**config.mk**
```make
export PLATFORM = sky130hd
export DESIGN_NAME = etl_ctrl
export DESIGN_NICKNAME = d
export VERILOG_FILES = /design/src/etl_pkg.sv /design/src/etl_ctrl.sv
export SDC_FILE = /design/constraint.sdc
export NUM_CORES = 1
export LEC_CHECK = 0
export BUFFER_PORTS_ARGS = -buffer_cell sky130_fd_sc_hd__buf_4
export CAP_MARGIN = 20
export CORE_AREA = 2 2 39 41
export DETAILED_ROUTE_END_ITERATION = 7
export DIE_AREA = 0 0 41 43
export GPL_TIMING_DRIVEN = 0
export PLACE_DENSITY_LB_ADDON = 0.05
export SLEW_MARGIN = 0
export SYNTH_ARGS = -nofsm -noshare
export SYNTH_HDL_FRONTEND = slang
export SYNTH_SLANG_ARGS = --single-unit
export TNS_END_PERCENT = 100
```
**constraint.sdc**
```tcl
create_clock -name clock -period 1.2 [get_ports clock]
set_input_delay 0.06 -clock clock [delete_from_list [all_inputs] [get_ports clock]]
set_output_delay 0.06 -clock clock [all_outputs]
set_load 0.005 [all_outputs]
```
**src/etl_pkg.sv**
```systemverilog
// shared types, widths and constants of the escape-time block
// no dependencies; imported by every other file of the block
`timescale 1ns / 1ps
`default_nettype none

package etl_pkg;

   localparam int FRAC_BITS = 27;
   localparam int ITER_BITS = 16;
   localparam int IN_W      = 30;
   localparam int NUM_CH    = 3;

   // z coordinates hold the q5 range, squares saturate at 32.0
   localparam int Z_W    = FRAC_BITS + 5;
   localparam int SQ_W   = FRAC_BITS + 7;
   localparam int SUM_W  = ((SQ_W > IN_W) ? SQ_W : IN_W) + 2;
   localparam int PROD_W = 2 * Z_W;
   localparam int MAG_W  = PROD_W - FRAC_BITS;

   localparam int REQ_W = ((2 * IN_W + 7) / 8) * 8;
   localparam int RSP_W = ((NUM_CH * (ITER_BITS + 1) + 7) / 8) * 8;

   localparam int CH_RED   = 0;
   localparam int CH_GREEN = 1;
   localparam int CH_BLUE  = 2;

   typedef logic signed [IN_W-1:0]            cin_type;
   typedef logic signed [Z_W-1:0]             z_type;
   typedef logic signed [SQ_W-1:0]            sq_type;
   typedef logic signed [SUM_W-1:0]           sum_type;
   typedef logic [PROD_W-1:0]                 prod_type;
   typedef logic [MAG_W-1:0]                  mag_type;
   typedef logic [ITER_BITS-1:0]              iter_type;
   typedef logic [NUM_CH-1:0][ITER_BITS-1:0]  lim_vec_type;
   typedef logic [1:0]                        csr_idx_type;

   localparam csr_idx_type CSR_LIMIT_RED   = 2'd0;
   localparam csr_idx_type CSR_LIMIT_GREEN = 2'd1;
   localparam csr_idx_type CSR_LIMIT_BLUE  = 2'd2;

   localparam iter_type LIMIT_RESET_RED   = ITER_BITS'(200);
   localparam iter_type LIMIT_RESET_GREEN = ITER_BITS'(600);
   localparam iter_type LIMIT_RESET_BLUE  = ITER_BITS'(300);

   localparam int ESCAPE_RADIUS_SQ = 4;
   localparam sum_type ESCAPE_SQ   = SUM_W'(ESCAPE_RADIUS_SQ) << FRAC_BITS;
   localparam mag_type SAT_MAG     = MAG_W'(1) << (FRAC_BITS + 5);
   localparam sum_type Z_MAX       = (SUM_W'(1) << (Z_W - 1)) - SUM_W'(1);
   localparam sum_type Z_MIN       = -(SUM_W'(1) << (Z_W - 1));

   typedef struct packed {
      logic start;
      logic upd;
      logic mul;
      logic nrm;
      logic load_out;
   } dp_cmd_type;

   typedef struct packed {
      logic all_ended;
   } dp_status_type;

endpackage

`default_nettype wire

```
**src/etl_ctrl.sv**
```systemverilog
// sequencer: input and result handshakes, one orbit step per update/multiply/normalize round
// depends on etl_pkg; drives etl_datapath through dp_cmd_type
`timescale 1ns / 1ps
`default_nettype none

module etl_ctrl (
   input  wire                    clock,
   input  wire                    reset,
   input  wire                    req_tvalid,
   output logic                   req_tready,
   output logic                   rsp_tvalid,
   input  wire                    rsp_tready,
   output etl_pkg::dp_cmd_type    cmd,
   input  etl_pkg::dp_status_type status
);
   import etl_pkg::*;

   localparam logic [2:0] ST_IDLE = 3'd0;
   localparam logic [2:0] ST_UPD  = 3'd1;
   localparam logic [2:0] ST_MUL  = 3'd2;
   localparam logic [2:0] ST_NRM  = 3'd3;
   localparam logic [2:0] ST_FIN  = 3'd4;

   logic [2:0] state_ff, state_in;
   logic       rsp_valid_ff, rsp_valid_in;

   always_comb begin
      state_in   = state_ff;
      cmd        = '0;
      req_tready = 1'b0;
      unique case (state_ff)
         ST_IDLE: begin
            req_tready = 1'b1;
            if (req_tvalid) begin
               cmd.start = 1'b1;
               state_in  = ST_UPD;
            end
         end
         ST_UPD: begin
            if (status.all_ended) begin
               state_in = ST_FIN;
            end else begin
               cmd.upd  = 1'b1;
               state_in = ST_MUL;
            end
         end
         ST_MUL: begin
            if (status.all_ended) begin
               state_in = ST_FIN;
            end else begin
               cmd.mul  = 1'b1;
               state_in = ST_NRM;
            end
         end
         ST_NRM: begin
            if (status.all_ended) begin
               state_in = ST_FIN;
            end else begin
               cmd.nrm  = 1'b1;
               state_in = ST_UPD;
            end
         end
         ST_FIN: begin
            // wait for the result register to free up
            if (!rsp_valid_ff || rsp_tready) begin
               cmd.load_out = 1'b1;
               state_in     = ST_IDLE;
            end
         end
         default: begin
            state_in = ST_IDLE;
         end
      endcase
   end

   always_comb begin
      if (cmd.load_out) begin
         rsp_valid_in = 1'b1;
      end else if (rsp_tready) begin
         rsp_valid_in = 1'b0;
      end else begin
         rsp_valid_in = rsp_valid_ff;
      end
   end

   always_ff @(posedge clock) begin
      if (reset) begin
         state_ff     <= ST_IDLE;
         rsp_valid_ff <= 1'b0;
      end else begin
         state_ff     <= state_in;
         rsp_valid_ff <= rsp_valid_in;
      end
   end

   assign rsp_tvalid = rsp_valid_ff;

endmodule

`default_nettype wire

```
# Yosys cells after proc, flatten, opt, wreduce, memory -nomap -nowiden
# Cells that the tools add are included.
[classes] n_addsub=0 n_mul=0 div_mod_pow=0 n_lt_le_gt_ge=0 eq_ne=6 shift=0 mux=17 bitwise=0 reduce_logical=5
[op_table] cell="$mux W3" count=5
[op_table] cell="$pmux W3 S5" count=1
[op_table] cell="$mux W1" count=11
[op_table] cell="$eq A3 B2 Y1 const B" count=2
[op_table] cell="$ne A2 B2 Y1 const B" count=2
[op_table] cell="$eq A3 B1 Y1 const B" count=1
[op_table] cell="$eq A3 B3 Y1 const B" count=1
[op_table] cell="$logic_not A3 Y1" count=1
[op_table] cell="$reduce_and A2 Y1" count=1
[op_table] cell="$reduce_bool A2 Y1" count=1
[op_table] cell="$logic_not A1 Y1" count=1
[op_table] cell="$logic_or A1 B1 Y1" count=1
[word_totals] regBits=4 latch_bits=0 ramBits=0 mem_bits_ro=0 inputBits=5 output_inout_bits=7 elab_cells=30 n_memories=0

# Longest topological paths before layout
[logic_depth] depth_word=5 depth_mapped=3 mapped_depth_nobuf=3

# Least setup slack after synthesis
# No wires, ideal clock.
[synth_timing] path_type="reg-to-reg" from="register state_ff[1]" to="register state_ff[2]" setup_ns=0.066 arrival_time_ns=0.944 t_required_ns=1.134 setup_slack_ns=0.190 stages_incl_launch_ff=4 n_path_buf=0 synth_period_minus_slack_ns=1.010 path_cell_list="dfxtp_1 -> nor2_2 -> or3b_1 -> a21oi_2"
[synth_between] elab_chain_len=3 word_cells_on_any_way=9 cone_classes="eq/ne: 6; mux: 1; reduce/logical: 2"
[synth_rtl] element="from (decl)" line="etl_ctrl.sv:24" rtl="logic [2:0] state_ff, state_in;"
[synth_rtl] element="from (signal assigned)" line="etl_ctrl.sv:91" rtl="state_ff <= state_in;"
[synth_rtl] element="$eq A3 B3 Y1 or $logic_not A3 Y1 (tied branches)" line="etl_ctrl.sv:31" rtl="unique case (state_ff)"
[synth_rtl] element="$ne A2 B2 Y1 (no line)"
[synth_rtl] element="$reduce_and A2 Y1 (no line)"
# Parallel ways exist; a longest one is shown, timed or not.
# A chain may end at the register's enable or synchronous reset.

==> metrics.sh <==
STD_CELL_ROWS=14
LAYOUT.CELLS.MOST_COMMON='buf_4'
FMAX_MHz=878
GRT_ANTENNA_BEFORE_REPAIR=0
WORSTHOLDSTART='req_tvalid'
P_LEAK_uW=0.000179
CLK-INSERTION-DELAY-LATE_PS=240
POST_ROUTE_CELLS_DRIVE_ABOVE_1_SHARE_PCT=57.8
DIE_FOOTPRINT_UM2=1760
SYNTHDISTINCTLIBCELLS=16
NUM_VIAS=247
HTREEDEPTH=1
FLOORPLAN.CORE_AREA_UM2=1380
SLEW_VIOL_FINAL=0
TIMING_HOLD_VIOLATIONS_FINAL=0
WIRE_PER_INST_UM=9.52
R2R-START='state_ff[1]'
IR_WORST_VDD_uV=214
DP_HPWL_UM=415
WORST_SETUP_EP_TYPE='primary output'
STDCELL_AREA_UM2=407
CLOCK_TREE_FROM_TRITONCTS='done'
SYNTH-WARNING-COUNT=0
SLEW_HEADROOM_PCT=87.5
OVERFLOW_LEFT_AFTER_GLOBAL_ROUTING=0
DRT_FIRST_PASS_ITERS=2
HOLD_END='state_ff[0]'
SEQ_AREA_UM2=88.8
CLKSLEWWORSTSETUPHOLDPATHS_PS=40
WORST_R2R_PATH_DEPTH=3
SYN_AREA_PER_CELL_UM2=8.04
DETAIL_ROUTE.DRC_VIOLATIONS=0
CTSROOTBUFFERMASTER='clkbuf_4'
CLOCK_SINKS=4
DRT-VIAS-PER-INSTANCE=4.05
GROUTE.USAGE.OVERALL_PCT=7.83
TIMING.HOLD.WORST.CLASS='in -> reg'
CRITICALPATHCATEGORY='reg -> out'
CTS_BUFFER_DEPTH=2
FINISH.NET_COUNT=52
DRT-INITIAL-DRC-COUNT=1
CELL_AREA_REPORTED_AFTER_DETAILED_PLACEMENT_UM2=312
GRT_START_MAX_NET_PINS=9
CAP_VIOLATIONS=0
NUMCTSBUFFERS=3
WORSTHOLDPATHCELLS=3
POST_SYNTH_INST_COUNT=26
REPORT.FINAL.SETUP_VIOL=0
AREAGROWTHSYNTHTOFINISH_PCT=94.6
LAYOUT.CELLS.MOST_COMMON_LIST='buf_4, nand2_1, clkbuf_4'
GRT_SETUP_UNREPAIRED='false'
FINAL_ANTENNA_NET_COUNT=0
SYNTH_SEQ_CELLS=4
NUMPORTBUFFERS=11
OUTCOME='finished, final reports clean'
WORST_PIN_SLEW_PS=186
GPL.FINAL_WEIGHTED_CONGESTION=0.669
REQUIRED_TIME_WORST_ENDPOINT_PS=1140
POWER_PER_CELL_AREA_nW_PER_UM2=999
FILLER_CELLS_INSERTED=154
LAYOUT_WORST_PATH_CYCLE_SHARE_PCT=94.9
MULTIINPUTGATEAREA_UM2=139
CRITICAL_PATH_LAUNCH_POINT_TYPE='register'
TOP_LEVEL_PORTS=12
NUMBER_OF_GLOBAL_ROUTE_VIAS_BEFORE_REPAIR=220
FIN_SKEW_PS=1.26
DIE-HEIGHT_UM=43
ANTENNA_CELLS=0
WORST_R2R_ENDPOINT='state_ff[2]'
ROUTE.FINAL.WIRE_LENGTH_UM=581
SYN_STD_CELL_AREA_UM2=209
FINAL.SETUP.TNS_PS=0
GRT_FIRST_PASS_WIRELENGTH_UM=903
TIMING.REG2REG.SETUP_SLACK_PS=230
SYNTH-SEQ-AREA-SHARE_PCT=38.3
SYNTH_NETS=31
DATA_ARRIVAL_CRITICAL_PATH_PS=1080
START_UTIL_PCT=15.1
DIE_WIDTH_UM=41
LAYOUT_MIN_CYCLE_TIME_PS=1140
CRITICAL_PATH_PEAK_FANOUT=5
[where the power goes]
part	internal (µW)	switching, µW	leakage (µW)	total, µW
Sequential	139	11.6	0.0000345	151
Clock	112	57.2	0.0000138	169
Combinational	56.6	30.0	0.000130	86.6
Total	308	98.7	0.000179	406
[kinds of logic (layout without fill, tap and decap cells)]
family	count (synthesis)	count (layout)	share of synthesized area [%]
AOI/OAI and AO/OA	3	3	8.98
and+or+nand+nor	17	17	44.9
buffers and inverters	1	20	3.59
DFF	4	4	38.3
xor gates and xnor gates	1	1	4.19
[layout make-up]
| cell class | instances | area share, % |
|---|---|---|
| Multi-Input combinational cell | 21 | 34.2 |
| Tap cell | 16 | 4.92 |
| Sequential cell | 4 | 21.8 |
| Clock buffer | 3 | 5.54 |
| Timing Repair Buffer | 17 | 33.5 |
[critical path, stage by stage (launching register included)]
cell and delay (ps):
dfxtp_4 360, buf_4 130, nor3_2 110, and2_1 140, buf_4 100
[through the flow]
stage | worst slack (ps) | util, % | hold WS, ps | total power, µW | std cells
global placement | 91.2 | 22.5 | 254 | 218 | 53
global route | 11.6 | 29.4 | 129 | 443 | 61
CTS | 1.12 | 26.3 | 114 | 403 | 58
detailed placement | 110 | 22.5 | 250 | 218 | 53
floorplan | 190 | - | 122 | 180 | 26
finish | 60.9 | 29.4 | 119 | 406 | 61
[how the worst max path moves through the flow]
stage	startpoint	end	slack (ps)	cells after the start
floorplan	state_ff[1]	state_ff[2]	190	3
global placement	state_ff[1]	state_ff[2]	90	3
detailed placement	state_ff[1]	state_ff[2]	110	3
CTS	state_ff[2]	cmd[1]	1	3
global route	state_ff[0]	cmd[4]	10	4
finish	state_ff[0]	cmd[4]	60	4
[synth_stat cells, drive strengths merged]
master | n | area [µm²]
buf | 1 | 7.51
nor3 | 2 | 10.0
and3 | 2 | 12.5
a21oi | 3 | 18.8
nand4b | 1 | 8.76
and2 | 1 | 6.26
dfxtp | 4 | 80.1
nor2 | 4 | 17.5
nand2 | 3 | 11.3
nor2b | 1 | 6.26
or3b | 1 | 8.76
xnor2 | 1 | 8.76
nand2b | 1 | 6.26
nor4 | 1 | 6.26
[what timing repair did]
action,4_1_cts,5_1_grt
buffers inserted,0,4
setup endpoints to repair,1,5
hold endpoints to repair,2,0
hold buffers,2,0
resized for setup,4,6
pin swaps,0,2
[metal layers]
layer  GRT usage [%]  up-vias  routed length [µm]
li1                -      130                   -
met1            9.32      106                 258
met2            10.6        9                 273
met3            3.14        2                  32
met4            6.00        0                  17
met5               0        -                   0
[state kept, by name, summed over array words and instances, names as in the netlist]
signal	cells
state_ff	3
rsp_tvalid	1
Note: power is estimated with default switching activity, not from simulation.
